`config.mk`:
```
export PLATFORM = sky130hd
export DESIGN_NAME = sbf_fifo
export DESIGN_NICKNAME = d
export VERILOG_FILES = /design/src/design/scanline_color_blob_finder_macros.svh /design/src/design/sbf_fifo.sv
export SDC_FILE = /design/constraint.sdc
export NUM_CORES = 1
export LEC_CHECK = 0
export BUFFER_PORTS_ARGS = -buffer_cell sky130_fd_sc_hd__buf_2
export CORE_MARGIN = 8
export CORE_UTILIZATION = 50
export CTS_BUF_LIST = sky130_fd_sc_hd__clkbuf_16
export DETAILED_ROUTE_END_ITERATION = 12
export PLACE_DENSITY = 0.77
export SKIP_CTS_REPAIR_TIMING = 1
export SYNTH_ARGS = -nofsm -noshare
export SYNTH_HDL_FRONTEND = slang
export SYNTH_SLANG_ARGS = --single-unit
```
`constraint.sdc`:
```
create_clock -name clk -period 4.4 [get_ports clk]
set_clock_uncertainty 0.15 [all_clocks]
set_input_delay 0.66 -clock clk [delete_from_list [all_inputs] [get_ports clk]]
set_output_delay 0.66 -clock clk [all_outputs]
set_load 0.005 [all_outputs]
```
`src/design/scanline_color_blob_finder_macros.svh`:
```
// ----------------------------------------------------------------------------
// Scan-line colour blob finder assertion macros
// Shared concurrent assertion forms, clocked on clk and disabled in rst.
// ----------------------------------------------------------------------------
`ifndef SCANLINE_COLOR_BLOB_FINDER_MACROS_SVH
`define SCANLINE_COLOR_BLOB_FINDER_MACROS_SVH
`ifndef NO_ASSERTIONS
`define SBF_ASSERT_SAME(lbl, ante, cons) \
  lbl: assert property (@(posedge clk) disable iff (rst) (ante) |-> (cons)) \
    else $error("sbf assertion failed");
`define SBF_ASSERT_NEXT(lbl, ante, cons) \
  lbl: assert property (@(posedge clk) disable iff (rst) (ante) |=> (cons)) \
    else $error("sbf assertion failed");
`else
`define SBF_ASSERT_SAME(lbl, ante, cons)
`define SBF_ASSERT_NEXT(lbl, ante, cons)
`endif
`endif

```
`src/design/sbf_fifo.sv`:
```
// ----------------------------------------------------------------------------
// Scan-line colour blob finder small queue
// A shallow register queue that decouples the stages on either side.
// ----------------------------------------------------------------------------
module sbf_fifo #(
  parameter int WIDTH = 8,
  parameter int DEPTH = 2
) (
  input  logic             clk,
  input  logic             rst,
  input  logic             push,
  input  logic [WIDTH-1:0] din,
  output logic             full,
  input  logic             pop,
  output logic [WIDTH-1:0] dout,
  output logic             empty
);

  localparam int PW = (DEPTH > 1) ? $clog2(DEPTH) : 1;
  localparam int CW = $clog2(DEPTH + 1);

  logic [WIDTH-1:0] slots [DEPTH];
  logic [PW-1:0]    wr_ptr;
  logic [PW-1:0]    rd_ptr;
  logic [CW-1:0]    count;
  logic             do_push;
  logic             do_pop;

  assign full    = (count == CW'(DEPTH));
  assign empty   = (count == '0);
  assign do_push = push && !full;
  assign do_pop  = pop && !empty;
  assign dout    = slots[rd_ptr];

  always_ff @(posedge clk) begin
    if (rst) begin
      wr_ptr <= '0;
      rd_ptr <= '0;
      count  <= '0;
    end else begin
      if (do_push) begin
        slots[wr_ptr] <= din;
        wr_ptr <= (wr_ptr == PW'(DEPTH - 1)) ? '0 : wr_ptr + 1'b1;
      end
      if (do_pop) begin
        rd_ptr <= (rd_ptr == PW'(DEPTH - 1)) ? '0 : rd_ptr + 1'b1;
      end
      if (do_push && !do_pop) begin
        count <= count + 1'b1;
      end else if (do_pop && !do_push) begin
        count <= count - 1'b1;
      end
    end
  end

endmodule

```
== Word level (Yosys, flattened, before mapping) ==
Memories as Yosys holds them, arrays and structs flattened. A register that Yosys moved wholly into a read port is not among the register bits.
Index checks and enable logic that the tools add are counted.

* $lt $le $gt $ge: 0
* Equality and inequality tests: 1
* Shift operators: 0
* $mul: 0
* Reductions and logical operators: 10
* Add/sub/neg operators: 4
* Div/mod/pow operators: 0
* Muxes and demuxes: 9
* Bitwise gates (word level): 0

{| class="wikitable"
|+ Operator list
! kind !! count
|-
| 1-bit two-way mux || 7
|-
| 1-bit logical AND || 4
|-
| 1-bit logical NOT || 4
|-
| 2-bit two-way mux || 2
|-
| 1-bit adder, second input constant || 2
|-
| 2-bit by 1-bit adder with 2-bit output, second input constant || 1
|-
| 2-bit equality test, second input constant || 1
|-
| 2-bit logical NOT || 1
|-
| 2-bit nonzero test || 1
|-
| 2-bit by 1-bit subtractor with 2-bit output, second input constant || 1
|}

* ROM bits: 0
* Bits in registers: 4
* Bits in latches: 0
* Logic and storage cells: 28
* Input bits: 12
* Bits in writable memories: 16
* Memories: 1

{| class="wikitable"
|+ Memory list
! name !! depth !! width !! rd ports !! clocked after Yosys merged registers in !! write ports !! RTL line !! RTL
|-
| slots || 2 || 8 || 1 || 1 || 1 || sbf_fifo.sv:22 || <nowiki>logic [WIDTH-1:0] slots [DEPTH];</nowiki>
|}

== Depth between registers and ports, before layout ==
* Depth in word-level cells: 7
* Gate-level depth with buffers: 7

== Worst setup path after synthesis ==
Ideal clock, no wire load.

* Path type: input to register
* From: input push
* To: memory slots[1][0] (enable)
* Setup slack: 2.453 ns
* Library setup time: 0.385 ns
* Arrival: 1.411 ns
* Data required time: 3.865 ns
* Stages on the path: 2
* Cells stage by stage: nand2b_1 -> nor3b_1

* Word-level cells in the longest chain between the ends: 4

{| class="wikitable"
|+ Ends and longest elaborated chain
! what !! RTL line !! RTL
|-
| from (decl) || sbf_fifo.sv:11 || <nowiki>input logic push,</nowiki>
|-
| 1-bit logical AND || sbf_fifo.sv:31 || <nowiki>assign do_push = push && !full;</nowiki>
|-
| 1-bit two-way mux || sbf_fifo.sv:41 || <nowiki>if (do_push) begin</nowiki>
|-
| 1-bit two-way mux || sbf_fifo.sv:36 || <nowiki>if (rst) begin</nowiki>
|-
| 1-bit two-way mux (not written as such) || sbf_fifo.sv:42 || <nowiki>slots[wr_ptr] <= din;</nowiki>
|-
| to (decl) || sbf_fifo.sv:22 ||
|}

Every way passes these cells.

== Final worst setup path ==
* From: register count[0]
* To: memory slots[1][7] (enable)

* Word-level cells in the longest chain between the ends: 6

{| class="wikitable"
|+ Ends and longest elaborated chain
! what !! RTL line !! RTL
|-
| from (decl) || sbf_fifo.sv:25 || <nowiki>logic [CW-1:0] count;</nowiki>
|-
| from (signal assigned) || sbf_fifo.sv:49 || <nowiki>count <= count + 1'b1;</nowiki>
|-
| from (signal assigned) || sbf_fifo.sv:51 || <nowiki>count <= count - 1'b1;</nowiki>
|-
| 2-bit equality test || sbf_fifo.sv:29 || <nowiki>assign full = (count == CW'(DEPTH));</nowiki>
|-
| 1-bit logical NOT || sbf_fifo.sv:31 ||
|-
| 1-bit logical AND || sbf_fifo.sv:31 ||
|-
| 1-bit two-way mux || sbf_fifo.sv:41 ||
|-
| 1-bit two-way mux || sbf_fifo.sv:36 ||
|-
| 1-bit two-way mux (not written as such) || sbf_fifo.sv:42 ||
|}

Every way passes these cells.

==> flow_metrics.env <==
export IMPL_rsz0062_at_grt="false"
export IMPL_dieArea_um2=3140
export IMPL_finalPower_uw=585
export IMPL_post_drt_wl_per_cell_um=15.9
export IMPL_finalCritPeriodShare_pct=51.1
export IMPL_hold_viol=0
export IMPL_ys_seq_area_share_pct=72.4
export IMPL_viasPerCell=5.13
export IMPL_num_antenna_cells=0
export IMPL_maxCapViolations=0
export IMPL_wl_met1_um=605
export IMPL_wl_met3_um=106
export IMPL_ant_nets=0
export IMPL_grt_max_degree=12
export IMPL_clk_pin_slew_ns=0.05
export IMPL_critPathRequiredTime_ns=4.11
export IMPL_fill_cells=114
export IMPL_io_pins=22
export IMPL_die_h_um=56.1
export IMPL_max_freq_mhz=445
export IMPL_wl_um=1450
export IMPL_yosysUniqueCellTypes=15
export IMPL_final_area_um2=1000
export IMPL_setup_viol=0
export IMPL_grt_first_pass_wirelength_um=2380
export IMPL_synth_nets=64
export IMPL_period_minus_slack_ns=2.25
export IMPL_syn_avg_cell_area_um2=15.7
export IMPL_startpoint="count[0]"
export IMPL_end_kind="flop"
export IMPL_outcome="complete, no violations"
export IMPL_pwr_share_clk_pct=31.3
export IMPL_htree_levels=1
export IMPL_pre_cts_slack_ns=1.98
export IMPL_path_class="flop to flop"
export IMPL_gp_congestion=0.695
export IMPL_drtPass1Iterations=4
export IMPL_switching_share_pct=25.3
export IMPL_cp_slowest_cell="nor3b_1"
export IMPL_post_route_drc_count=0
export IMPL_drive_gt1_share_pct=44.0
export IMPL_worst_slew_pin_slew_ns=1.26
export IMPL_place_inst=87
export IMPL_worst_path_buf_inv=0
export IMPL_combPwrFrac_pct=22.8
export IMPL_drv_slew=0
export IMPL_p_per_area_nw_per_um2=585
export IMPL_fp_dieW_um=56.1
export IMPL_fin_cells=91
export IMPL_worstHoldStart="wr_ptr"
export IMPL_cp_cell_sequence="nor2b_2 > nand2b_1 > nor3b_1"
export IMPL_top_layer="met4"
export IMPL_io_buffers=21
export IMPL_switchingPower_uw=148
export IMPL_clk_latency_ns=0.25
export IMPL_synth_warnings=0
export IMPL_dp_hpwl_um=1130
export IMPL_synth_seq_cells=21
export IMPL_p_leak_uw=0.000402
export IMPL_core_area_um2=1510
export IMPL_drt_iter0_markers=12
export IMPL_start_util_pct=53.2
export IMPL_cts_sinks=21
export IMPL_hp_class="flop to flop"
export IMPL_finalWorstSetupSlack_ns=2.15
export IMPL_r2r_slack_ns=2.15
export IMPL_grt_overflow=0
export IMPL_slew_limit_headroom_pct=15.8
export IMPL_grt_use_total_pct=9.67
export IMPL_nets=89
export IMPL_num_vias=467
export IMPL_cts_root_buffer="clkbuf_16"
export IMPL_wl_met2_um=725
export IMPL_finalSetupTns_ns=0
export IMPL_syn_inst=51
export IMPL_seqPwrFrac_pct=45.9
export IMPL_reg2reg_from="count[0]"
export IMPL_dpl_cell_area_um2=922
export IMPL_grt_pass1_vias=512
export IMPL_cp_arrival_ns=1.96
export IMPL_placementRows=14
export IMPL_antenna_found_initial=0
export IMPL_area_growth_pct=24.8
export IMPL_startpoint_type="flop"
export IMPL_ir_drop_uv=388
export IMPL_cts_buffers=3
export IMPL_cts_tree="done"
export IMPL_cpPeakStageDelay_ns=1.01
export IMPL_p_int_uw=437
export IMPL_syn_area_um2=802
export IMPL_crit_family="simple AND/OR/NAND/NOR gates"
export IMPL_cts_buffer_depth=2
export IMPL_cp_max_fo=8
[layer usage]
metal / track usage, % / vias to the layer above
met5: 0 / -
met4: 4.12 / 0
met3: 4.34 / 2
met2: 16.5 / 16
met1: 9.93 / 216
li1: - / 233
[worst min-delay path, stage by stage (launching register included)]
cell and delay (ns):
dfxtp_1 0.32, o21ai_0 0.07, a21oi_1 0.07
[per-stage QoR]
stage	util, %	hold WS (ns)
floorplan	-	0.311
global route	66.4	0.389
detailed placement	61.2	0.350
finish	66.4	0.361
global placement	61.2	0.343
CTS	66.4	0.359
[kinds of logic after synthesis]
| logic type | Yosys count | synth area share (%) |
|---|---|---|
| flip-flops | 21 | 72.4 |
| multiplexers | 8 | 11.2 |
| AO/OA/AOI/OAI | 5 | 3.12 |
| AND/OR/NAND/NOR | 10 | 6.86 |
| XOR/XNOR | 3 | 3.28 |
| adder cells (fa/ha/maj) | 1 | 1.56 |
| buffers and inverters | 3 | 1.56 |
[synthesized netlist by cell type, drive strengths merged]
cell	instances	share of area, %
ha	1	1.6
nand2b	1	0.78
dfxtp	5	12
nor2	4	1.9
inv	2	0.94
nor2b	1	1.1
mux2	8	11
xor2	3	3.3
a21oi	2	1.2
or3	2	1.6
buf	1	0.62
o21ai	3	1.9
nor3	1	0.62
nor3b	1	0.94
edfxtp	16	60
[layout by cell type, fill, tap and decap left out, types with 2 or more instances in the layout]
cell / count
a21oi_1: 2
buf_2: 21
clkbuf_16: 3
dfxtp_1: 5
edfxtp_1: 16
inv_1: 3
mux2_2: 8
nor2_1: 4
o21ai_0: 3
or3_1: 2
xor2_1: 3
[registers in the layout (all words and copies together) (netlist names), named ones only]
| name | flops |
|---|---|
| count | 2 |
| slots | 16 |
| wr_ptr | 1 |
| rd_ptr | 1 |
[worst paths after layout]
path                 end  cells past startpoint
min reg2reg       wr_ptr                      2
max          slots[1][7]                      3
min               wr_ptr                      2
max reg2reg  slots[1][7]                      3
[final cells by class]
| class | count | area, um2 | share of cell area (%) |
|---|---|---|---|
| sequential | 21 | 581 | 58.0 |
| multi-input combinational | 27 | 209 | 20.9 |
| inverter | 2 | 7.51 | 0.750 |
| clock inverter | 1 | 3.75 | 0.375 |
| clock buffer | 3 | 75.1 | 7.50 |
| tap | 16 | 20.0 | 2.00 |
| timing repair buffer | 21 | 105 | 10.5 |
[power by group through the flow]
stage          combinational [uW]  clock, uW  sequential (uW)
2_1_floorplan                96.6          0              259
3_3_place_gp                  131          0              272
3_5_place_dp                  136          0              273
4_1_cts                       136        186              269
5_1_grt                       151        194              274
6_report                      133        183              268
(Power assumes the default switching activity.)
