`src/design/scanline_color_blob_finder_macros.svh`:
```
// ----------------------------------------------------------------------------
// Scan-line colour blob finder assertion macros
// Shared concurrent assertion forms, clocked on clk and disabled in rst.
// ----------------------------------------------------------------------------
`ifndef SCANLINE_COLOR_BLOB_FINDER_MACROS_SVH
`define SCANLINE_COLOR_BLOB_FINDER_MACROS_SVH
`ifndef NO_ASSERTIONS
`define SBF_ASSERT_SAME(lbl, ante, cons) \
  lbl: assert property (@(posedge clk) disable iff (rst) (ante) |-> (cons)) \
    else $error("sbf assertion failed");
`define SBF_ASSERT_NEXT(lbl, ante, cons) \
  lbl: assert property (@(posedge clk) disable iff (rst) (ante) |=> (cons)) \
    else $error("sbf assertion failed");
`else
`define SBF_ASSERT_SAME(lbl, ante, cons)
`define SBF_ASSERT_NEXT(lbl, ante, cons)
`endif
`endif

```
`src/design/sbf_pkg.sv`:
```
// ----------------------------------------------------------------------------
// Scan-line colour blob finder package
// Shared types, register indexes, reset values and arctangent constants.
// ----------------------------------------------------------------------------
package sbf_pkg;

  localparam int DEF_MAX_SCAN_WIDTH    = 1024;
  localparam int DEF_FILTER_COLORS     = 4;
  localparam int DEF_ANGLE_TABLE_DEPTH = 1024;
  localparam int CORDIC_STEPS          = 24;

  localparam logic [10:0] RST_LINE_WIDTH        = 11'd80;
  localparam logic [10:0] RST_IMAGE_HEIGHT      = 11'd60;
  localparam logic [15:0] RST_PIXELS_PER_RADIAN = 16'd14668;

  typedef enum logic [2:0] {
    REG_LINE_WIDTH,
    REG_IMAGE_HEIGHT,
    REG_PIXELS_PER_RADIAN,
    REG_FILTER_COUNT,
    REG_FILTER_COLOR_A,
    REG_FILTER_COLOR_B,
    REG_FILTER_COLOR_C,
    REG_FILTER_COLOR_D
  } cfg_reg_t;

  typedef struct packed {
    logic        blob_valid;
    logic [23:0] blob_color;
    logic [9:0]  blob_left;
    logic [9:0]  blob_right;
    logic        scan_done;
  } job_t;

  typedef struct packed {
    logic        blob_valid;
    logic [23:0] blob_color;
    logic [9:0]  blob_left;
    logic [9:0]  blob_right;
    logic [10:0] blob_top;
    logic [10:0] blob_bottom;
    logic [15:0] blob_range;
    logic        scan_done;
  } res_t;

  function automatic logic [31:0] cordic_angle(input logic [4:0] j);
    case (j)
      5'd0:    cordic_angle = 32'h3243F6A8;
      5'd1:    cordic_angle = 32'h1DAC6705;
      5'd2:    cordic_angle = 32'h0FADBAFC;
      5'd3:    cordic_angle = 32'h07F56EA6;
      5'd4:    cordic_angle = 32'h03FEAB76;
      5'd5:    cordic_angle = 32'h01FFD55B;
      5'd6:    cordic_angle = 32'h00FFFAAA;
      5'd7:    cordic_angle = 32'h007FFF55;
      5'd8:    cordic_angle = 32'h003FFFEA;
      5'd9:    cordic_angle = 32'h001FFFFD;
      5'd10:   cordic_angle = 32'h000FFFFF;
      5'd11:   cordic_angle = 32'h0007FFFF;
      5'd12:   cordic_angle = 32'h0003FFFF;
      5'd13:   cordic_angle = 32'h0001FFFF;
      5'd14:   cordic_angle = 32'h0000FFFF;
      5'd15:   cordic_angle = 32'h00007FFF;
      5'd16:   cordic_angle = 32'h00003FFF;
      5'd17:   cordic_angle = 32'h00001FFF;
      5'd18:   cordic_angle = 32'h00000FFF;
      5'd19:   cordic_angle = 32'h000007FF;
      5'd20:   cordic_angle = 32'h000003FF;
      5'd21:   cordic_angle = 32'h000001FF;
      5'd22:   cordic_angle = 32'h000000FF;
      5'd23:   cordic_angle = 32'h0000007F;
      default: cordic_angle = 32'h00000000;
    endcase
  endfunction

endpackage

```
`src/design/sbf_front.sv`:
```
// ----------------------------------------------------------------------------
// Scan-line colour blob finder front end
// Tracks runs of equal-colour hits, applies the colour filter and issues
// one job for each sample that closes a kept blob or ends the scan.
// ----------------------------------------------------------------------------
module sbf_front #(
  parameter int MAX_SCAN_WIDTH = sbf_pkg::DEF_MAX_SCAN_WIDTH,
  parameter int FILTER_COLORS  = sbf_pkg::DEF_FILTER_COLORS
) (
  input  logic                                    clk,
  input  logic                                    rst,
  input  logic                                    take,
  input  logic                                    hit,
  input  logic [23:0]                             sample_color,
  input  logic [15:0]                             sample_range,
  input  logic                                    scan_end,
  input  logic [10:0]                             line_width,
  input  logic [2:0]                              filter_count,
  input  logic [FILTER_COLORS-1:0][23:0]          filter_colors,
  output logic                                    job_push,
  output sbf_pkg::job_t                           job,
  output logic [16+$clog2(MAX_SCAN_WIDTH+1)-1:0]  job_sum,
  output logic [$clog2(MAX_SCAN_WIDTH+1)-1:0]     job_len
);

  localparam int CW = $clog2(MAX_SCAN_WIDTH);
  localparam int LW = $clog2(MAX_SCAN_WIDTH + 1);
  localparam int SW = 16 + LW;

  logic          run_active;
  logic [23:0]   run_color;
  logic [CW-1:0] run_start_column;
  logic [SW-1:0] range_sum;
  logic [LW-1:0] run_length;
  logic [CW-1:0] column_index;

  logic          same;
  logic [SW-1:0] base_sum;
  logic [LW-1:0] base_len;
  logic [SW-1:0] add_sum;
  logic [LW-1:0] add_len;
  logic [CW-1:0] prev_col;
  logic [CW-1:0] last_col;
  logic          close;
  logic          use_new;
  logic [23:0]   cl_color;
  logic [CW-1:0] cl_start;
  logic [2:0]    n_used;
  logic          keep;
  logic          kept;

  always_comb begin
    same     = hit && (sample_color == run_color);
    base_sum = run_active ? range_sum : '0;
    base_len = run_active ? run_length : '0;
    if (base_len < LW'(MAX_SCAN_WIDTH)) begin
      add_sum = base_sum + SW'(sample_range);
      add_len = base_len + 1'b1;
    end else begin
      add_sum = base_sum;
      add_len = base_len;
    end
    prev_col = (column_index == '0) ? CW'(MAX_SCAN_WIDTH - 1) : column_index - 1'b1;
    close    = 1'b0;
    use_new  = 1'b0;
    last_col = column_index;
    if (run_active) begin
      if (same) begin
        close   = scan_end;
        use_new = 1'b1;
      end else begin
        close    = 1'b1;
        last_col = prev_col;
      end
    end else if (hit) begin
      close   = scan_end;
      use_new = 1'b1;
    end
    cl_color = run_active ? run_color : sample_color;
    cl_start = run_active ? run_start_column : column_index;
    n_used   = (filter_count > 3'(FILTER_COLORS)) ? 3'(FILTER_COLORS) : filter_count;
    keep     = (n_used == '0);
    for (int c = 0; c < FILTER_COLORS; c++) begin
      if ((3'(c) < n_used) && (filter_colors[c] == cl_color)) begin
        keep = 1'b1;
      end
    end
    kept = close && keep;
  end

  assign job_push        = take && (kept || scan_end);
  assign job.blob_valid  = kept;
  assign job.blob_color  = kept ? cl_color : '0;
  assign job.blob_left   = kept ? 10'(line_width[9:0] - 10'(last_col) - 10'd1) : '0;
  assign job.blob_right  = kept ? 10'(line_width[9:0] - 10'(cl_start) - 10'd1) : '0;
  assign job.scan_done   = scan_end;
  assign job_sum         = use_new ? add_sum : range_sum;
  assign job_len         = use_new ? add_len : run_length;

  always_ff @(posedge clk) begin
    if (rst) begin
      run_active       <= 1'b0;
      run_color        <= '0;
      run_start_column <= '0;
      range_sum        <= '0;
      run_length       <= '0;
      column_index     <= '0;
    end else if (take) begin
      if (close || scan_end) begin
        run_active       <= 1'b0;
        run_color        <= '0;
        run_start_column <= '0;
        range_sum        <= '0;
        run_length       <= '0;
      end else if (run_active) begin
        range_sum  <= add_sum;
        run_length <= add_len;
      end else if (hit) begin
        run_active       <= 1'b1;
        run_color        <= sample_color;
        run_start_column <= column_index;
        range_sum        <= add_sum;
        run_length       <= add_len;
      end
      if (scan_end || (column_index == CW'(MAX_SCAN_WIDTH - 1))) begin
        column_index <= '0;
      end else begin
        column_index <= column_index + 1'b1;
      end
    end
  end

endmodule

```
`config.mk`:
```
export PLATFORM = sky130hd
export DESIGN_NAME = sbf_front
export DESIGN_NICKNAME = d
export VERILOG_FILES = /design/src/design/scanline_color_blob_finder_macros.svh /design/src/design/sbf_pkg.sv /design/src/design/sbf_front.sv
export SDC_FILE = /design/constraint.sdc
export NUM_CORES = 1
export LEC_CHECK = 0
export ABC_AREA = 0
export BUFFER_PORTS_ARGS = -buffer_cell sky130_fd_sc_hd__clkbuf_2
export CORE_MARGIN = 2
export CORE_UTILIZATION = 54
export DETAILED_ROUTE_END_ITERATION = 8
export GPL_TIMING_DRIVEN = 1
export PLACE_DENSITY_LB_ADDON = 0.3
export SYNTH_ARGS = -nofsm -noshare
export SYNTH_HDL_FRONTEND = slang
export SYNTH_SLANG_ARGS = --single-unit
```
`constraint.sdc`:
```
create_clock -name clk -period 11.6 [get_ports clk]
set_input_delay 2.32 -clock clk [delete_from_list [all_inputs] [get_ports clk]]
set_output_delay 2.32 -clock clk [all_outputs]
set_load 0.01 [all_outputs]
```
# [After elaboration in Yosys (flattened, before gate mapping)]
# Index checks and enable logic that the tools add are counted.
[op_classes] addsub=8 mul=0 n_div=0 magnitude_cmp=6 eq_ne=7 shifts=0 n_mux=40 bitwise=0 reduce_logical=16
[op_table] operator="2-to-1 mux 27 bit" count=6
[op_table] operator="== test 24 bit" count=5
[op_table] operator="2-to-1 mux 24 bit" count=5
[op_table] operator="2-to-1 mux 10 bit" count=10
[op_table] operator="2-to-1 mux 11 bit" count=6
[op_table] operator="subtractor 10 x 1 -> 10 bit (second input constant)" count=3
[op_table] operator="adder 27 x 16 -> 27 bit" count=1
[op_table] operator="subtractor 10 bit" count=2
[op_table] operator="2-to-1 mux 1 bit" count=12
[op_table] operator="adder 11 x 1 -> 11 bit (second input constant)" count=1
[op_table] operator="less-than comparator 11 bit (second input constant)" count=1
[op_table] operator="adder 10 x 1 -> 10 bit (second input constant)" count=1
[op_table] operator="== test 10 bit (second input constant)" count=1
[op_table] operator="zero test 10 bit" count=1
[op_table] operator="logical AND 1 bit" count=7
[op_table] operator="less-than comparator 1 x 3 -> 1 bit (first input constant)" count=2
[op_table] operator="less-than comparator 2 x 3 -> 1 bit (first input constant)" count=2
[op_table] operator="> comparator 3 bit (second input constant)" count=1
[op_table] operator="zero test 3 bit" count=1
[op_table] operator="logical OR 1 bit" count=3
[op_table] operator="2-to-1 mux 3 bit" count=1
[op_table] operator="AND reduction 3 bit" count=1
[op_table] operator="nonzero test 3 bit" count=1
[op_table] operator="inequality test 2 x 1 -> 1 bit (second input constant)" count=1
[op_table] operator="other kinds (2)" count=2
[word_totals] ff_bits=83 latchBits=0 ram_bits=0 mem_bits_ro=0 inputBits=155 out_inout_bits=85 wordCells=83 n_memories=0

# [Longest topological paths before layout]
[logic_depth] word_depth=11 depth_mapped=18

# [Worst setup path before layout]
# Ideal clock, no wire load.
[synth_path] path_type="input -> output" startpoint="input sample_color[23]" endpoint="output job[20] in the netlist's numbering" t_arrival_ns=5.736 setup_slack_ns=3.544 stages=15 n_path_buf=1 path_cell_list="xnor2_1 nand4_1 or4_1 nor4_2 clkbuf_1 o21ai_1 o21a_1 o22ai_1 ha_1 nor2b_1 o21a_1 o41ai_1 o21ai_0 xor2_1 nor2_1"
[synth_rtl] item="from (decl)" line="sbf_front.sv:14" source="input logic [23:0] sample_color,"
[synth_rtl] item="to (decl)" line="sbf_front.sv:21" source="output sbf_pkg::job_t job,"

==> results.cfg <==
[worst_setup_path]
rrSetupSlack_ns = 7.15
start_kind = input port
required_ns = 9.28
crit_type = input port to primary output
critPathMaxFanout = 7
critPathCaptureType = primary output
cp.arrival_ns = 6.38

[die]
dieArea_sq_mm = 0.0163
coreArea_sq_mm = 0.0151
die_x_microns = 128
rows = 45
boundaryPins = 240
die_height_microns = 128
initial_core_util_pct = 54.7

[sta]
post-route-min-period_ns = 8.70
fmax_mhz = 115
worstMarginPinSlew_ns = 1.25
final_max_slew_viol_count = 0
finClkSkew_ns = 0.0112
rsz0062_at_grt = false
slew_headroom_pct = 16.2
period_share_pct = 75.0
hold_violations = 0
setup-violations-final = 0
setup_tns_ns = 0

[cells_and_area]
fin_util_pct = 65.0
area_growth_pct = 18.7
multi_input_area_sq_mm = 0.00628
fin_cells = 1451
final_nets = 1452
layout-drive-gt1-share_pct = 24.7
seqCellArea_sq_mm = 0.00167
fin_area_sq_mm = 0.00980
fill_cells = 1353

[routing]
dr.pass1.iters = 6
drc = 0
vias_per_cell = 5.92
ant_nets = 0
wl_per_cell_microns = 17.5
drt-initial-drc-count = 672
dr_total_vias = 8589
wirelength_microns = 25400

[yosys]
synth_top_family_by_area = simple AND/OR/NAND/NOR gates
ys.flop_type = dfxtp_1
muxShareOfSynthArea_pct = 9.51
synth-simple-area-share_pct = 24.7
synthXorXnorAreaFrac_pct = 17.3
synth_compound_area_share_pct = 18.1
syn_avg_cell_area_sq_um = 7.80
synth-seq-cells = 83
synth-adder-area-share_pct = 6.33
synth_edf_count = 0
syn_inst = 1059
yosysWarnings = 0
synthDistinctLibCells = 65
seq_area_frac_synth_pct = 20.1
syn_area_sq_mm = 0.00826
syn_nets = 1254
async_flop_share_pct = 0

[clock_network]
cts_buffers = 9
cts_tree = yes
cts.sinks = 83
htree_levels = 3
postCtsHoldBufs = 0
postCtsSetupBuffers = 0
postCtsResizedCells = 0
root_buffer = clkbuf_16
clock_latency_ns = 0.35
clk_pin_slew_ns = 0.06
cts_max_path_buffers = 2

[power_and_ir_drop]
ir_drop_mv = 0.0682
power_w = 0.000821
p_leak_nw = 4.09
power_density_mw_per_mm2 = 83.8

[global_route]
grt_pass1_vias = 7734
grt_pass1_wl_microns = 39200
grt_use_total_pct = 30.1
grt-ovfl-total = 0
grt_max_degree = 67
antenna_found_initial = 1

[flow_run]
cap_viol_max_count = 0

[placement]
numPortBuffers = 238
place_area_sq_mm = 0.00950
dp_hpwl_microns = 19100
placedCellCount = 1434
globalplace.congestion = 0.917

[worst_hold_path]
hp-class = register to register

[outcome]
outcome = finished, final reports clean
==> stage by stage <==
| stage | setup slack [ns] | hold slack, ns |
|---|---|---|
| after floorplan | 3.54 | 0.432 |
| after global placement | 3.09 | 0.438 |
| after detailed placement | 2.99 | 0.445 |
| after CTS | 2.96 | 0.451 |
| after global routing | 2.48 | 0.468 |
| final | 2.90 | 0.455 |
==> final cells by class <==
| type | count | area share, % |
|---|---|---|
| Antenna cell | 1 | 0.0255 |
| Clock buffer | 11 | 2.48 |
| Clock inverter | 5 | 0.638 |
| Inverter | 18 | 0.689 |
| Multi-Input combinational cell | 899 | 64.0 |
| Sequential cell | 83 | 17.0 |
| Tap cell | 188 | 2.40 |
| Timing Repair Buffer | 246 | 12.8 |
==> kinds of logic (layout without fill, tap and decap cells) <==
logic type,Yosys count,in the layout
muxes,48,48
xor gates and xnor gates,163,163
buffers and inverters,77,280
AOI/OAI and AO/OA,236,236
DFF,83,83
other,0,1
adders and majority gates,40,40
and+or+nand+nor,412,412
==> report_power, final <==
part / internal (W) / total [W] / switching [W] / leakage (nW)
Sequential: 0.000290 / 0.000301 / 0.0000103 / 0.672
Combinational: 0.0000963 / 0.000220 / 0.000124 / 3.28
Clock: 0.000174 / 0.000300 / 0.000127 / 0.142
==> cell usage in the layout (no fill, tap or decap), types with 5 or more instances in the layout <==
master     instances
a22oi_1           13
o21bai_1           6
a21o_1            17
a31oi_1           15
nand4_1           37
xnor2_1           83
mux2i_1           13
o31ai_1            5
mux2_2            11
or4_1              5
nand2_1          101
nor2_1           104
o21ai_0           43
a21oi_1           76
ha_1              37
nor4_1            13
xor2_1            80
dfxtp_1           82
inv_1             17
nand3b_1           5
a22o_1            11
nor3_1            16
and3_1            11
nand3_1           50
nor2b_1           13
mux2i_4           23
clkbuf_2         238
and2_1            28
o21a_1             5
buf_4              8
or3_1              5
clkbuf_16          9
o22ai_1            7
==> cell usage after synthesis (5+ instances only) <==
cell type / count / area, sq um
mux2i_1: 13 / 130
ha_1: 37 / 463
o21ai_0: 43 / 215
dfxtp_1: 83 / 1660
mux2_2: 11 / 124
nand3_1: 50 / 250
nor2b_1: 13 / 81.3
and3_1: 11 / 68.8
clkbuf_1: 44 / 165
or4_1: 5 / 37.5
a21o_1: 17 / 128
and2_1: 28 / 175
xnor2_1: 83 / 727
nor2_1: 104 / 390
o31ai_1: 5 / 37.5
nand4_1: 37 / 231
inv_1: 17 / 63.8
nor4_1: 13 / 81.3
buf_2: 5 / 25.0
nand2_1: 101 / 379
nand3b_1: 5 / 37.5
o21a_1: 5 / 37.5
a22o_1: 11 / 96.3
mux2i_4: 23 / 518
o22ai_1: 7 / 43.8
or3_1: 5 / 31.3
a22oi_1: 13 / 97.6
xor2_1: 80 / 701
nor3_1: 16 / 80.1
o21bai_1: 6 / 45.0
a31oi_1: 15 / 93.8
a21oi_1: 77 / 385
==> sequential cells by signal, indices dropped and copies added (netlist names) <==
register	flops
range_sum	27
run_color	24
run_length	11
column_index	10
run_start_column	10
run_active	1
==> metal layers <==
layer / part of all wire, % / GRT usage [%] / up-vias / routed length, microns
met5: 0 / 0 / - / 0
met4: 3.2 / 12.6 / 0 / 809
met3: 6.8 / 5.30 / 53 / 1740
met2: 48 / 50.7 / 343 / 12100
met1: 42 / 38.0 / 3985 / 10800
li1: - / - / 4208 / -
==> worst paths after layout <==
path / from / cells past startpoint / end
worst max-delay path: sample_color[12] / 18 / job[20]
worst min-delay path: run_start_column[6]$_SDFFE_PP0P_ / 2 / run_start_column[6]$_SDFFE_PP0P_
worst max register to register: run_active$_SDFFE_PP0P_ / 10 / range_sum[26]$_SDFFE_PP0P_
worst min register to register: run_start_column[6]$_SDFFE_PP0P_ / 2 / run_start_column[6]$_SDFFE_PP0P_
==> critical path, cell delays in order <==
cell and delay (ns):
clkbuf_2 0.12, xnor2_1 0.26, nand4_1 0.14, nor4_1 0.47, nand2_1 0.36, nand2_1 0.29, a21oi_1 0.06, a21oi_1 0.26
ha_1 0.29, a21o_1 0.15, a21oi_1 0.23, nor2b_1 0.11, o21a_1 0.20, o41ai_1 0.49, o21ai_0 0.22, xor2_1 0.18
nor2_1 0.09, clkbuf_2 0.14
(Power assumes the default switching activity.)
