### config.mk
export PLATFORM = sky130hd
export DESIGN_NAME = sbf_back
export DESIGN_NICKNAME = d
export VERILOG_FILES = /design/src/design/sbf_pkg.sv /design/src/design/sbf_back.sv
export VERILOG_INCLUDE_DIRS = /design/src /design/src/design
export SDC_FILE = /design/constraint.sdc
export NUM_CORES = 1
export LEC_CHECK = 0
export ABC_AREA = 1
export BUFFER_PORTS_ARGS = -buffer_cell sky130_fd_sc_hd__buf_2
export CAP_MARGIN = 20
export CELL_PAD_IN_SITES_DETAIL_PLACEMENT = 1
export CELL_PAD_IN_SITES_GLOBAL_PLACEMENT = 1
export CORE_MARGIN = 2
export CORE_UTILIZATION = 44
export CTS_CLUSTER_SIZE = 14
export DETAILED_ROUTE_END_ITERATION = 12
export PLACE_DENSITY_LB_ADDON = 0.1
export SETUP_SLACK_MARGIN = 0.1
export SLEW_MARGIN = 20
export SYNTH_ARGS = -nofsm -noshare
export SYNTH_HDL_FRONTEND = slang
export SYNTH_SLANG_ARGS = --single-unit
### constraint.sdc
create_clock -name clk -period 8.8 [get_ports clk]
set_input_delay 1.76 -clock clk [delete_from_list [all_inputs] [get_ports clk]]
set_output_delay 1.76 -clock clk [all_outputs]
set_load 0.05 [all_outputs]
### src/design/scanline_color_blob_finder_macros.svh
// ----------------------------------------------------------------------------
// Scan-line colour blob finder assertion macros
// Shared concurrent assertion forms, clocked on clk and disabled in rst.
// ----------------------------------------------------------------------------
`ifndef SCANLINE_COLOR_BLOB_FINDER_MACROS_SVH
`define SCANLINE_COLOR_BLOB_FINDER_MACROS_SVH
`ifndef NO_ASSERTIONS
`define SBF_ASSERT_SAME(lbl, ante, cons) \
  lbl: assert property (@(posedge clk) disable iff (rst) (ante) |-> (cons)) \
    else $error("sbf assertion failed");
`define SBF_ASSERT_NEXT(lbl, ante, cons) \
  lbl: assert property (@(posedge clk) disable iff (rst) (ante) |=> (cons)) \
    else $error("sbf assertion failed");
`else
`define SBF_ASSERT_SAME(lbl, ante, cons)
`define SBF_ASSERT_NEXT(lbl, ante, cons)
`endif
`endif

### src/design/sbf_pkg.sv
// ----------------------------------------------------------------------------
// Scan-line colour blob finder package
// Shared types, register indexes, reset values and arctangent constants.
// ----------------------------------------------------------------------------
package sbf_pkg;

  localparam int DEF_MAX_SCAN_WIDTH    = 1024;
  localparam int DEF_FILTER_COLORS     = 4;
  localparam int DEF_ANGLE_TABLE_DEPTH = 1024;
  localparam int CORDIC_STEPS          = 24;

  localparam logic [10:0] RST_LINE_WIDTH        = 11'd80;
  localparam logic [10:0] RST_IMAGE_HEIGHT      = 11'd60;
  localparam logic [15:0] RST_PIXELS_PER_RADIAN = 16'd14668;

  typedef enum logic [2:0] {
    REG_LINE_WIDTH,
    REG_IMAGE_HEIGHT,
    REG_PIXELS_PER_RADIAN,
    REG_FILTER_COUNT,
    REG_FILTER_COLOR_A,
    REG_FILTER_COLOR_B,
    REG_FILTER_COLOR_C,
    REG_FILTER_COLOR_D
  } cfg_reg_t;

  typedef struct packed {
    logic        blob_valid;
    logic [23:0] blob_color;
    logic [9:0]  blob_left;
    logic [9:0]  blob_right;
    logic        scan_done;
  } job_t;

  typedef struct packed {
    logic        blob_valid;
    logic [23:0] blob_color;
    logic [9:0]  blob_left;
    logic [9:0]  blob_right;
    logic [10:0] blob_top;
    logic [10:0] blob_bottom;
    logic [15:0] blob_range;
    logic        scan_done;
  } res_t;

  function automatic logic [31:0] cordic_angle(input logic [4:0] j);
    case (j)
      5'd0:    cordic_angle = 32'h3243F6A8;
      5'd1:    cordic_angle = 32'h1DAC6705;
      5'd2:    cordic_angle = 32'h0FADBAFC;
      5'd3:    cordic_angle = 32'h07F56EA6;
      5'd4:    cordic_angle = 32'h03FEAB76;
      5'd5:    cordic_angle = 32'h01FFD55B;
      5'd6:    cordic_angle = 32'h00FFFAAA;
      5'd7:    cordic_angle = 32'h007FFF55;
      5'd8:    cordic_angle = 32'h003FFFEA;
      5'd9:    cordic_angle = 32'h001FFFFD;
      5'd10:   cordic_angle = 32'h000FFFFF;
      5'd11:   cordic_angle = 32'h0007FFFF;
      5'd12:   cordic_angle = 32'h0003FFFF;
      5'd13:   cordic_angle = 32'h0001FFFF;
      5'd14:   cordic_angle = 32'h0000FFFF;
      5'd15:   cordic_angle = 32'h00007FFF;
      5'd16:   cordic_angle = 32'h00003FFF;
      5'd17:   cordic_angle = 32'h00001FFF;
      5'd18:   cordic_angle = 32'h00000FFF;
      5'd19:   cordic_angle = 32'h000007FF;
      5'd20:   cordic_angle = 32'h000003FF;
      5'd21:   cordic_angle = 32'h000001FF;
      5'd22:   cordic_angle = 32'h000000FF;
      5'd23:   cordic_angle = 32'h0000007F;
      default: cordic_angle = 32'h00000000;
    endcase
  endfunction

endpackage

### src/design/sbf_back.sv
// ----------------------------------------------------------------------------
// Scan-line colour blob finder back end
// Divides the range sum by the run length one quotient bit per cycle, looks
// up the half angle, scales it to rows and clamps the top and bottom rows.
// ----------------------------------------------------------------------------
`include "scanline_color_blob_finder_macros.svh"

module sbf_back #(
  parameter int MAX_SCAN_WIDTH    = sbf_pkg::DEF_MAX_SCAN_WIDTH,
  parameter int ANGLE_TABLE_DEPTH = sbf_pkg::DEF_ANGLE_TABLE_DEPTH
) (
  input  logic                                    clk,
  input  logic                                    rst,
  input  logic                                    fill_done,
  input  logic                                    job_empty,
  input  sbf_pkg::job_t                           job,
  input  logic [16+$clog2(MAX_SCAN_WIDTH+1)-1:0]  job_sum,
  input  logic [$clog2(MAX_SCAN_WIDTH+1)-1:0]     job_len,
  output logic                                    job_pop,
  output logic [$clog2(ANGLE_TABLE_DEPTH)-1:0]    rd_addr,
  input  logic [15:0]                             rd_data,
  input  logic [10:0]                             image_height,
  input  logic [15:0]                             pixels_per_radian,
  input  logic                                    res_full,
  output logic                                    res_push,
  output sbf_pkg::res_t                           res
);

  localparam int LW = $clog2(MAX_SCAN_WIDTH + 1);
  localparam int IW = $clog2(ANGLE_TABLE_DEPTH);
  localparam logic [12:0] IdxMax = 13'(ANGLE_TABLE_DEPTH - 1);

  typedef enum logic [2:0] {ST_IDLE, ST_DIV, ST_LOOK, ST_MUL, ST_FIN} back_state_t;

  back_state_t   state;
  sbf_pkg::job_t cur;
  logic [LW-1:0] rem;
  logic [LW-1:0] len;
  logic [15:0]   sum_lo;
  logic [15:0]   quo;
  logic [3:0]    cnt;
  logic [31:0]   prod;

  logic [LW:0]   trial;
  logic          fits;
  logic [8:0]    k;
  logic [10:0]   half;
  logic [11:0]   low_row;
  logic [11:0]   high_row;

  always_comb begin
    trial    = {rem, sum_lo[15]};
    fits     = (trial >= {1'b0, len});
    k        = prod[31:23];
    half     = {1'b0, image_height[10:1]};
    low_row  = (half >= 11'(k)) ? 12'(half - 11'(k)) : '0;
    high_row = 12'(half) + 12'(k);
    if (high_row > 12'(image_height)) begin
      high_row = 12'(image_height);
    end
  end

  assign rd_addr  = ({1'b0, quo[15:4]} > IdxMax) ? IW'(ANGLE_TABLE_DEPTH - 1) : IW'(quo[15:4]);
  assign job_pop  = (state == ST_IDLE) && fill_done && !job_empty;
  assign res_push = (state == ST_FIN) && !res_full;

  assign res.blob_valid  = cur.blob_valid;
  assign res.blob_color  = cur.blob_color;
  assign res.blob_left   = cur.blob_left;
  assign res.blob_right  = cur.blob_right;
  assign res.blob_top    = cur.blob_valid ? low_row[10:0] : '0;
  assign res.blob_bottom = cur.blob_valid ? high_row[10:0] : '0;
  assign res.blob_range  = cur.blob_valid ? quo : '0;
  assign res.scan_done   = cur.scan_done;

  always_ff @(posedge clk) begin
    if (rst) begin
      state <= ST_IDLE;
      cnt   <= '0;
    end else begin
      case (state)
        ST_IDLE: begin
          if (job_pop) begin
            cur    <= job;
            rem    <= job_sum[16 +: LW];
            sum_lo <= job_sum[15:0];
            len    <= job_len;
            quo    <= '0;
            cnt    <= '0;
            state  <= job.blob_valid ? ST_DIV : ST_FIN;
          end
        end
        ST_DIV: begin
          rem    <= fits ? LW'(trial - {1'b0, len}) : LW'(trial);
          quo    <= {quo[14:0], fits};
          sum_lo <= {sum_lo[14:0], 1'b0};
          cnt    <= cnt + 1'b1;
          if (cnt == 4'd15) begin
            state <= ST_LOOK;
          end
        end
        ST_LOOK: begin
          state <= ST_MUL;
        end
        ST_MUL: begin
          prod  <= rd_data * pixels_per_radian;
          state <= ST_FIN;
        end
        ST_FIN: begin
          if (!res_full) begin
            state <= ST_IDLE;
          end
        end
        default: begin
          state <= ST_IDLE;
        end
      endcase
    end
  end

  `SBF_ASSERT_SAME(a_busy_after_fill, state != ST_IDLE, fill_done)
  `SBF_ASSERT_SAME(a_push_has_room, res_push, !res_full)
  `SBF_ASSERT_NEXT(a_blob_starts_div, job_pop && job.blob_valid, state == ST_DIV)
  `SBF_ASSERT_NEXT(a_div_ends_look, state == ST_DIV && cnt == 4'd15, state == ST_LOOK)

endmodule

* Yosys cells after proc, flatten, opt, wreduce, memory -nomap -nowiden
Index checks and enable logic that the tools add are counted.
** Word-level totals
- Logic and storage cells :: 62
- Flip-flop bits (word level) :: 139
- Input bits :: 132
** Cells by class
- Multiplexer cells :: 20
- Multipliers :: 1
- Reductions and logical operators :: 12
- Equality and inequality tests :: 8
- Bitwise operators :: 1
- $lt $le $gt $ge :: 4
- Add/sub/neg operators :: 4
** Operators by type and width (count)
- $mux W11 :: 6
- $pmux W16 S2 :: 2
- $mux W16 :: 3
- $mul A16 B16 Y32 :: 1
- $pmux W11 S2 :: 1
- $pmux W3 S5 :: 1
- $ge A12 B11 Y1 :: 1
- $gt A12 B10 Y1 const B :: 1
- $mux W3 :: 4
- $add A10 B9 Y11 :: 1
- $gt A11 B11 Y1 :: 1
- $sub A10 B9 Y11 :: 1
- $sub A11 B11 Y11 :: 1
- $ge A10 B9 Y1 :: 1
- $mux W10 :: 1
- $reduce_and A3 Y1 :: 3
- $pmux W4 S2 :: 1
- $eq A3 B2 Y1 const B :: 2
- $ne A2 B2 Y1 const B :: 3
- $add A4 B1 Y4 const B :: 1
- $eq A4 B4 Y1 const B :: 1
- $mux W4 :: 1
- $reduce_and A2 Y1 :: 2
- $eq A3 B1 Y1 const B :: 1
- other kinds (6) :: 9

* Logic depth before layout (Yosys ltp)
Gate-level depths: netlist of the first run.
- Depth in word-level cells :: 5
- Gate-level depth with buffers :: 27

* Least setup slack after synthesis of the first run
No wires, ideal clock.
- Kind :: input -> register
- Start point :: input port rd_data[10]
- End point :: register prod[26] (data pin)
- Stages on the path :: 21
- Path buffers :: 2
- Library setup time :: 0.252 ns
- Data required time :: 8.548 ns
- Path slack :: 2.035 ns
- Arrival :: 6.513 ns
- Cell sequence :: clkbuf_1 -> clkbuf_1 -> nand2_1 -> fa_1 -> fa_1 -> fa_1 -> fa_1 -> inv_1 -> fa_1 -> inv_1 -> fa_1 -> inv_1 -> ha_1 -> a21o_1 -> nand2_1 -> nand2_1 -> and2_1 -> nor2_1 -> nand2_1 -> nand2_1 -> nand2_1
** On the way
- Word-level cells in the longest chain between the ends :: 1
** Ends and longest elaborated chain
- start: declaration :: line sbf_back.sv:21 : input logic [15:0] rd_data,
- $mul A16 B16 Y32 :: line sbf_back.sv:106 : prod <= rd_data * pixels_per_radian;
- end signal: assignment :: line sbf_back.sv:106
- end: declaration :: line sbf_back.sv:42 : logic [31:0] prod;
Every way passes these cells.
A chain may end at the register's enable or synchronous reset.

==> results.py, run 1 <==
metrics = {
    "status": {
        "status": "finished clean",
    },
    "placement": {
        "dp_cells": 2595,
        "io_buffers": 227,
        "gp_congestion": 0.880,
        "dp_hpwl_mm": 35.5,
    },
    "hold_path": {
        "hp-start": "cnt[3]$_SDFFE_PP0P_",
        "hold_path_class": "reg -> reg",
    },
    "yosys": {
        "syn_nets": 2461,
        "synth.avg_cell_area_um2": 7.80,
        "ys.flop_type": "edfxtp_1",
        "synth-edff-count": 109,
        "async_reset_ff_share_pct": 0,
        "synthMostInstantiatedCell": "nand2_1",
        "synth_warnings": 0,
        "synthTopCellsByCount": "nand2_1, inv_1, fa_1",
        "ys_ff_latch": 116,
        "synth_cell_types": 43,
        "seq_area_frac_synth_pct": 22.0,
        "syn_inst": 1991,
        "synth_top_area_share_pct": 25.3,
        "mappedNetlistArea_um2": 15500,
        "synth.area.top_cells": "fa_1, edfxtp_1, nand2_1",
        "yosysTopAreaCell": "fa_1",
    },
    "critical_path": {
        "crit_required_ps": 7040,
        "cp.arrival_ps": 5120,
        "critPathKind": "in -> out",
        "r2r_cells": 7,
        "crit_path_end_kind": "output pin",
        "crit_fanout": 14,
        "worst-r2r-setup-slack_ps": 5490,
        "r2r-start": "state[1]$_SDFFE_PP0P_",
        "reg2reg_to": "sum_lo[9]$_DFFE_PP_",
        "setup.worst_path.end": "res[22]",
        "cp-start-kind": "input pin",
        "critPathLaunch": "image_height[6]",
    },
    "route": {
        "drt-pass1-iter-count": 5,
        "drtIter0Drc": 614,
        "vias_per_cell": 4.90,
        "drtAntennaViolNets": 0,
        "vias": 12900,
        "routed_wirelength_mm": 43.9,
        "wire_per_inst_um": 16.7,
        "drc": 0,
    },
    "timing": {
        "rsz0062_at_grt": "no",
        "finalCritPeriodShare_pct": 78.1,
        "hold_slack_ps": 484,
        "slew_headroom_pct": 38.6,
        "worst-slew-pin-transition_ps": 916,
        "setup_tns_ps": 0,
        "hold_viol": 0,
        "skew_ps": 12.3,
        "min_period_ps": 6880,
        "finalSetupViolCount": 0,
        "slew_violations": 0,
        "fmax_ghz": 0.145,
    },
    "power": {
        "ir_worst_vdd_mv": 0.265,
        "seq_power_share_pct": 13.4,
        "clkPwrFrac_pct": 11.9,
        "p_comb_share_pct": 74.7,
        "internal_power_uw": 2610,
        "switchingPower_uw": 3000,
        "power_switching_share_pct": 53.5,
        "p_leak_uw": 0.00997,
        "power_density_nw_per_um2": 320,
    },
    "floorplanning": {
        "rows": 68,
        "die_y_um": 192,
        "die_x_um": 192,
        "start_util_pct": 44.8,
        "pin_count": 228,
        "die_area_um2": 36800,
        "coreArea_um2": 34600,
    },
    "global_route": {
        "antenna_found_initial": 0,
        "grt_overflow_total": 0,
        "track_usage_pct": 24.8,
        "grt_max_degree": 57,
        "grt_pass1_vias": 14000,
        "grt_pass1_wl_mm": 70.9,
    },
    "cts": {
        "clock_sinks": 116,
        "postCtsSetupRepairBufs": 0,
        "clk_path_buf_depth": 2,
        "root_buffer": "clkbuf_16",
        "cts_buffers": 17,
        "clk-insertion-delay-late_ps": 430,
        "cts_tree": "done",
        "clkSlewWorstSetupHoldPaths_ps": 50,
        "cts_resized": 0,
        "htreeDepth": 4,
        "cts_hold_buf": 0,
    },
    "layout": {
        "multi_input_area_um2": 9840,
        "drive_gt1_share_pct": 14.1,
        "fin_nets": 2630,
        "diodes": 0,
        "area_delta_synth_final_pct": 12.7,
        "regArea_um2": 3410,
        "final_cells": 2628,
        "fillers": 4381,
    },
    "flow_run": {
        "cap_violations": 0,
    },
}
-- power by group through the flow --
stage	clock [uW]	sequential, uW	combinational (uW)
after floorplan	0	804	3010
after global placement	0	759	4090
after detailed placement	0	762	4210
after CTS	684	751	4250
after global routing	707	757	4900
final	668	750	4190
-- area by class of cell --
type	instances	share of cell area [%]
well taps	455	3.25
repair buffers	231	6.74
multi-input cells	1279	56.2
flip-flops and latches	116	19.5
clock buffers	22	2.60
inverters	515	11.0
clock inverters	10	0.615
-- placed cells by master (no fill, tap or decap), drive strengths merged --
| cell | synthesis | routed |
|---|---|---|
| o21bai | 6 | 6 |
| a21o | 3 | 3 |
| bufinv | 0 | 2 |
| clkbuf | 62 | 22 |
| clkinvlp | 0 | 3 |
| dfxtp | 7 | 7 |
| a21oi | 56 | 56 |
| nand3 | 63 | 63 |
| buf | 19 | 231 |
| a31oi | 3 | 3 |
| nor4 | 3 | 3 |
| xnor2 | 5 | 5 |
| or2 | 3 | 3 |
| o21a | 3 | 3 |
| o31ai | 1 | 1 |
| inv | 515 | 514 |
| and2 | 2 | 2 |
| a211oi | 1 | 1 |
| nand4 | 9 | 9 |
| edfxtp | 109 | 109 |
| xor2 | 10 | 10 |
| fa | 196 | 196 |
| ha | 142 | 142 |
| a21boi | 1 | 1 |
| nor3 | 8 | 8 |
| nand2 | 599 | 599 |
| nand3b | 8 | 8 |
| clkinv | 0 | 6 |
| nor2 | 120 | 120 |
| o21ai | 37 | 37 |
-- state kept, by name (all words and copies together), names as in the netlist --
register and count:
res 46, len 11, state 3, prod 9
sum_lo 16, cnt 4, quo 16, rem 11
-- how the worst min path moves through the flow --
stage / end / slack (ps) / cells past startpoint
finish: cnt[3]$_SDFFE_PP0P_ / 480 / 2
global route: cnt[1]$_SDFFE_PP0P_ / 520 / 2
CTS: cnt[3]$_SDFFE_PP0P_ / 490 / 2
detailed placement: cnt[3]$_SDFFE_PP0P_ / 480 / 2
global placement: cnt[1]$_SDFFE_PP0P_ / 470 / 2
floorplan: cnt[3]$_SDFFE_PP0P_ / 450 / 2
-- critical path, stage by stage --
cell     delay, ps
buf_2          140
ha_1           430
inv_2          100
a21oi_2        180
inv_1           60
a21oi_1        200
nand2_1        110
a21oi_1        190
nor2_1          60
ha_1           290
nand2_1         80
nor2_1         160
nand3_1        100
nand3_1        110
nand2_1        280
inv_1          360
nor2_1         100
nor2_1         110
buf_2          270
-- logic make-up after synthesis --
family          after synthesis  synth area share, %
simple gates                815                 21.6
fa+ha+maj                   338                 36.7
compound gates              111                 4.08
flops                       116                 22.0
buf+inv                     596                 14.8
xor+xnor                     15                0.846
-- per-stage QoR --
stage | utilization (%) | power [uW] | setup WS [ps] | area [um2]
3_5_place_dp | 48.8 | 4970 | 1760 | 16900
5_1_grt | 50.5 | 6360 | 1570 | 17500
4_1_cts | 50.5 | 5680 | 1950 | 17500
3_3_place_gp | 48.8 | 4850 | 1820 | 16900
2_1_floorplan | - | 3820 | 2040 | 15500
6_report | 50.5 | 5600 | 1920 | 17500
-- routing by layer --
layer | GRT usage [%] | share of wire (%) | vias to the layer above
met1 | 32.1 | 44 | 6388
met3 | 3.38 | 3.6 | 40
li1 | - | - | 6211
met4 | 5.12 | 1.4 | 0
met5 | 0 | 0 | -
met2 | 44.0 | 51 | 233
(Power assumes the default switching activity.)
==> inputs of run 2 (changes only) <==
ABC_AREA = 0   (was 1)
CORE_UTILIZATION = 41   (was 44)
clock period = 6 ns   (was 8.8 ns; I/O delays follow)
==> run 2 against run 1 <==
Against the previous run: the flow now finishes with violations (setup timing); via count is 14% lower; global-route usage down 2.1 points; utilization is 2.2 points higher; synthesized cell count down 28%; total power up 63%; clock power up 81%; first-iteration DRC count is 38% lower; flip-flop and latch count is the same.
==> results.py, run 2 <==
metrics = {
    "status": {
        "violations": "setup timing",
        "status": "finished, violations left",
    },
    "cts": {
        "htreeDepth": 4,
        "cts_buffers": 17,
        "clk-insertion-delay-late_ps": 420,
        "clk_path_buf_depth": 2,
        "cts_hold_buf": 0,
        "clkSlewWorstSetupHoldPaths_ps": 60,
        "cts_tree": "done",
        "root_buffer": "clkbuf_16",
        "clock_sinks": 116,
    },
    "yosys": {
        "synth-edff-count": 109,
        "synth.avg_cell_area_um2": 9.74,
        "syn_inst": 1443,
        "yosysTopAreaCell": "fa_1",
        "synth.area.top_cells": "fa_1, edfxtp_1, ha_1",
        "synth_top_area_share_pct": 27.9,
        "synth_warnings": 0,
        "mappedNetlistArea_um2": 14100,
        "async_reset_ff_share_pct": 0,
        "syn_nets": 1913,
        "ys.flop_type": "edfxtp_1",
        "synthMostInstantiatedCell": "inv_1",
        "ys_ff_latch": 116,
        "synth_cell_types": 57,
        "seq_area_frac_synth_pct": 24.3,
        "synthTopCellsByCount": "inv_1, nand2_1, fa_1",
    },
    "route": {
        "wire_per_inst_um": 17.9,
        "vias": 11100,
        "drc": 0,
        "routed_wirelength_mm": 39.5,
        "vias_per_cell": 5.04,
        "drtAntennaViolNets": 0,
        "drt-pass1-iter-count": 5,
        "drtIter0Drc": 380,
    },
    "placement": {
        "gp_congestion": 0.837,
        "io_buffers": 227,
        "preCtsSetupSlack_ps": -858,
        "dp_hpwl_mm": 31.9,
    },
    "global_route": {
        "grt_overflow_total": 0,
        "use_met3_pct": 2.41,
        "busiest_layer": "met2",
        "grt_max_degree": 58,
        "use_met1_pct": 30.1,
        "grt_use_met2_pct": 40.2,
        "grt_pass1_vias": 12300,
        "antenna_found_initial": 0,
        "track_usage_pct": 22.7,
        "grt_pass1_wl_mm": 64.2,
    },
    "critical_path": {
        "worst-r2r-setup-slack_ps": 2880,
        "r2r-start": "sum_lo[15]$_DFFE_PP_",
        "cp-start-kind": "input pin",
        "cp.arrival_ps": 6460,
        "setup.worst_path.end": "prod[31]$_DFFE_PP_",
        "reg2reg_to": "rem[1]$_DFFE_PP_",
        "crit_fanout": 11,
        "r2r_cells": 10,
        "critPathLaunch": "rd_data[10]",
        "critPathKind": "in -> reg",
        "crit_required_ps": 6170,
        "crit_path_end_kind": "register",
    },
    "timing": {
        "rsz0062_at_grt": "yes",
        "skew_ps": 11.7,
        "fin_ws_ps": -298,
        "min_period_ps": 6300,
        "finalSetupViolCount": 8,
        "finalCritPeriodShare_pct": 105,
        "setup_tns_ps": -1780,
        "hold_viol": 0,
        "slew_violations": 0,
        "slew_headroom_pct": 37.8,
        "worst-slew-pin-transition_ps": 929,
        "fmax_ghz": 0.159,
    },
    "layout": {
        "diodes": 0,
        "area_delta_synth_final_pct": 26.0,
        "final_cell_mix": "inv_1, nand2_1, buf_2",
        "fin_nets": 2218,
        "multi_input_area_um2": 9830,
        "fillers": 3843,
        "largest_reg_flops": 46,
        "regArea_um2": 3410,
        "drive_gt1_share_pct": 26.0,
        "final_common_cell": "inv_1",
    },
    "flow_run": {
        "cap_violations": 0,
    },
    "floorplanning": {
        "die_x_um": 189,
        "start_util_pct": 41.8,
        "die_y_um": 189,
        "rows": 67,
        "pin_count": 228,
        "die_area_um2": 35800,
        "coreArea_um2": 33600,
    },
    "power": {
        "power_density_nw_per_um2": 515,
        "p_leak_uw": 0.00874,
        "ir_worst_vdd_mv": 0.458,
    },
    "hold_path": {
        "hold_path_class": "reg -> reg",
        "whs_path_depth": 2,
    },
}
-- run 2: cell count changes after synthesis, sizes merged, moves of 19 or more --
cell   previous run  this run
inv             515       271
nor2b             0        19
a21oi            56        37
nor2            120        42
nand2           599       219
nand3            63        12
and2              2       132
-- run 2: repair_timing --
action | CTS | global route
pin swaps | 19 | 15
setup buffers | 8 | 3
resized for setup | 75 | 28
setup endpoints to repair | 16 | 18
-- run 2: report_power, final --
group,switching (uW),internal [uW],leakage (uW)
clock network,390,817,0.000339
registers,18.4,990,0.00106
logic,3520,3390,0.00734
total,3920,5200,0.00874
-- run 2: worst min-delay path by stage --
stage                         startpoint              endpoint  slack [ps]
finish               cnt[1]$_SDFFE_PP0P_   cnt[1]$_SDFFE_PP0P_         510
global route        sum_lo[13]$_DFFE_PP_  sum_lo[14]$_DFFE_PP_         530
CTS                  cnt[3]$_SDFFE_PP0P_   cnt[3]$_SDFFE_PP0P_         500
detailed placement   cnt[1]$_SDFFE_PP0P_   cnt[1]$_SDFFE_PP0P_         500
global placement     cnt[3]$_SDFFE_PP0P_   cnt[3]$_SDFFE_PP0P_         470
floorplan            cnt[3]$_SDFFE_PP0P_   cnt[3]$_SDFFE_PP0P_         460
-- run 2: layer usage --
layer  vias to the layer above  part of all wire (%)
met3                        26                   3.8
met5                         -                     0
met2                       221                    51
met4                         0                  0.92
li1                       5174                     -
met1                      5708                    44
-- run 2: area by class of cell --
class	instances	area share, %
tap	448	3.17
clock inverter	11	1.24
inverter	271	5.74
sequential	116	19.3
multi-input combinational	1001	55.5
timing repair buffer	341	12.4
clock buffer	21	2.66
-- run 2: stage by stage --
| stage | utilization [%] | cell area, um2 | cells | power [uW] | hold WS, ps |
|---|---|---|---|---|---|
| floorplan | - | 14400 | 1443 | 4830 | 458 |
| global placement | 49.1 | 16500 | 2166 | 6620 | 473 |
| detailed placement | 49.1 | 16500 | 2166 | 6780 | 496 |
| CTS | 52.2 | 17500 | 2206 | 8840 | 505 |
| global route | 52.7 | 17700 | 2209 | 10000 | 533 |
| finish | 52.7 | 17700 | 2209 | 9130 | 506 |
-- run 2: cell families after synthesis --
logic type	count (synthesis)	share of synthesized area [%]
compound gates	128	6.20
fa+ha+maj	338	40.6
mux	18	1.28
simple gates	483	16.8
xor+xnor	34	2.12
flops	116	24.3
buf+inv	326	8.73
-- run 2: critical path: stages --
cell and delay [ps]:
buf_4 190, nand2_1 110, fa_1 510, fa_1 550, inv_1 70, fa_1 520, fa_1 520, fa_1 510
inv_1 50, fa_1 490, inv_2 40, ha_4 270, nand4_4 90, o41a_1 470, o32ai_4 260, a41oi_2 180
a21oi_2 230, a21oi_2 80, xnor2_1 120
==> inputs of run 3 (changes only) <==
CELL_PAD_IN_SITES_DETAIL_PLACEMENT = 2   (was 1)
CELL_PAD_IN_SITES_GLOBAL_PLACEMENT = 2   (was 1)
CORE_UTILIZATION = 33   (was 41)
==> run 3 against run 2 <==
Against the previous run: the run still ends with setup timing left; wire length up 12%; die area up 24%; largest cell class unchanged; sequential share of layout area down 0.18 points; critical path type unchanged; count of clock-buffer cells in the layout down 4; fmax up 0.76%; sequential power about the same.
==> results.py, run 3 (same netlist as run 2, synthesis figures left out) <==
metrics = {
    "route": {
        "drtAntennaViolNets": 0,
        "routed_wirelength_mm": 44.0,
        "wire_per_inst_um": 19.1,
        "vias": 11000,
        "drtIter0Drc": 347,
        "drc": 0,
        "drt-pass1-iter-count": 4,
        "vias_per_cell": 4.77,
    },
    "cts": {
        "clk-insertion-delay-late_ps": 420,
        "root_buffer": "clkbuf_16",
        "cts_hold_buf": 0,
        "clock_sinks": 116,
        "htreeDepth": 4,
        "cts_tree": "done",
        "cts_buffers": 17,
        "clkSlewWorstSetupHoldPaths_ps": 60,
        "clk_path_buf_depth": 2,
    },
    "timing": {
        "worst-slew-pin-transition_ps": 1010,
        "skew_ps": 6.20,
        "fin_ws_ps": -250,
        "min_period_ps": 6250,
        "fmax_ghz": 0.160,
        "slew_violations": 0,
        "hold_viol": 0,
        "hold_slack_ps": 496,
        "slew_headroom_pct": 32.7,
        "rsz0062_at_grt": "yes",
        "finalSetupViolCount": 8,
        "finalCritPeriodShare_pct": 104,
    },
    "hold_path": {
        "whs_path_depth": 2,
        "hold_path_class": "reg -> reg",
    },
    "status": {
        "violations": "setup timing",
        "status": "finished, violations left",
    },
    "power": {
        "clkPwrFrac_pct": 10.1,
        "p_leak_uw": 0.00869,
        "ir_worst_vdd_mv": 0.422,
        "seq_power_share_pct": 11.0,
        "power_switching_share_pct": 45.3,
        "power_density_nw_per_um2": 514,
        "p_comb_share_pct": 78.9,
        "internal_power_uw": 5030,
        "switchingPower_uw": 4160,
    },
    "layout": {
        "regArea_um2": 3410,
        "largest_reg_flops": 46,
        "area_delta_synth_final_pct": 27.1,
        "fillers": 4509,
        "final_cell_mix": "inv_1, nand2_1, buf_2",
        "drive_gt1_share_pct": 27.9,
        "final_common_cell": "inv_1",
        "multi_input_area_um2": 9970,
        "fin_nets": 2224,
        "design_area_um2": 17900,
    },
    "global_route": {
        "grt_max_degree": 44,
        "antenna_found_initial": 3,
        "grt_use_met2_pct": 36.7,
        "grt_pass1_vias": 12800,
        "grt_pass1_wl_mm": 70.1,
        "use_met1_pct": 26.2,
        "grt_overflow_total": 0,
        "use_met3_pct": 2.12,
        "busiest_layer": "met2",
        "track_usage_pct": 20.2,
    },
    "floorplanning": {
        "rows": 75,
        "die_area_um2": 44300,
        "die_y_um": 210,
        "coreArea_um2": 42000,
        "start_util_pct": 33.4,
        "pin_count": 228,
        "die_x_um": 210,
    },
    "critical_path": {
        "cp.arrival_ps": 6420,
        "crit_path_end_kind": "register",
        "crit_fanout": 7,
        "r2r_cells": 7,
        "critPathKind": "in -> reg",
        "cp-start-kind": "input pin",
        "crit_required_ps": 6170,
    },
    "placement": {
        "preCtsSetupSlack_ps": -1040,
        "dpl_cell_area_um2": 16700,
        "dp_hpwl_mm": 36.7,
        "io_buffers": 227,
        "gp_congestion": 0.821,
    },
    "flow_run": {
        "cap_violations": 0,
    },
}
-- run 3: cell types whose count changed in the layout (fill, tap and decap cells not counted), sizes merged --
cell	delta
clkinv	+2
inv	+2
diode	+1
clkbuf	-5
bufinv	-6
buf	+7
clkinvlp	+5
-- run 3: stage by stage --
stage | setup TNS [ps] | cells | utilization [%] | power (uW)
6_report | -1300 | 2306 | 42.5 | 9190
3_3_place_gp | -6870 | 2266 | 39.7 | 6770
4_1_cts | -1510 | 2302 | 42.0 | 8940
2_1_floorplan | -1550 | 1443 | - | 4830
5_1_grt | -2670 | 2305 | 42.5 | 10100
3_5_place_dp | -7790 | 2266 | 39.7 | 7040
-- run 3: power groups by stage --
stage                     Clock, uW  Combinational, uW  Sequential (uW)
after floorplan                   0               3770             1060
after global placement            0               5740             1020
after detailed placement          0               6010             1030
after CTS                       954               6970             1010
after global routing            979               8100             1010
final                           929               7250             1010
-- run 3: worst paths after layout --
| kind | start | to | slack, ps |
|---|---|---|---|
| hold reg to reg | cnt[3]$_SDFFE_PP0P_ | cnt[3]$_SDFFE_PP0P_ | 500 |
| setup reg to reg | state[2]$_SDFFE_PP0P_ | sum_lo[1]$_DFFE_PP_ | 3020 |
| hold / removal | cnt[3]$_SDFFE_PP0P_ | cnt[3]$_SDFFE_PP0P_ | 500 |
| setup / recovery | pixels_per_radian[4] | prod[31]$_DFFE_PP_ | -250 |
-- run 3: layout make-up --
cell class	instances	area share, %
antenna	1	0.0140
clock buffer	17	2.38
clock inverter	14	0.588
inverter	271	5.69
multi-input combinational	1001	55.8
sequential	116	19.1
tap	539	3.77
timing repair buffer	347	12.7
-- run 3: metal layers --
| layer | vias up | routed length (um) |
|---|---|---|
| met5 | - | 27 |
| met4 | 4 | 388 |
| met3 | 30 | 1080 |
| met2 | 173 | 22200 |
| met1 | 5609 | 20300 |
| li1 | 5187 | - |
-- run 3: timing repair --
item / in CTS / in global routing
pin swaps: 48 / 31
endpoints found under the hold margin: 0 / 0
setup endpoints to repair: 17 / 19
buffers inserted: 5 / 3
resized for setup: 111 / 35
-- run 3: critical path, stage by stage --
cell     delay (ps)
buf_12          110
buf_12          130
and2_4          150
fa_1            540
inv_1            50
fa_1            480
inv_1            60
fa_1            500
fa_2            440
fa_1            490
inv_1            50
fa_1            490
inv_2            50
ha_4            270
nand3_4          70
o41a_1          450
o32ai_4         290
a41oi_2         190
a21oi_2         220
a21oi_2          80
xnor2_1         120
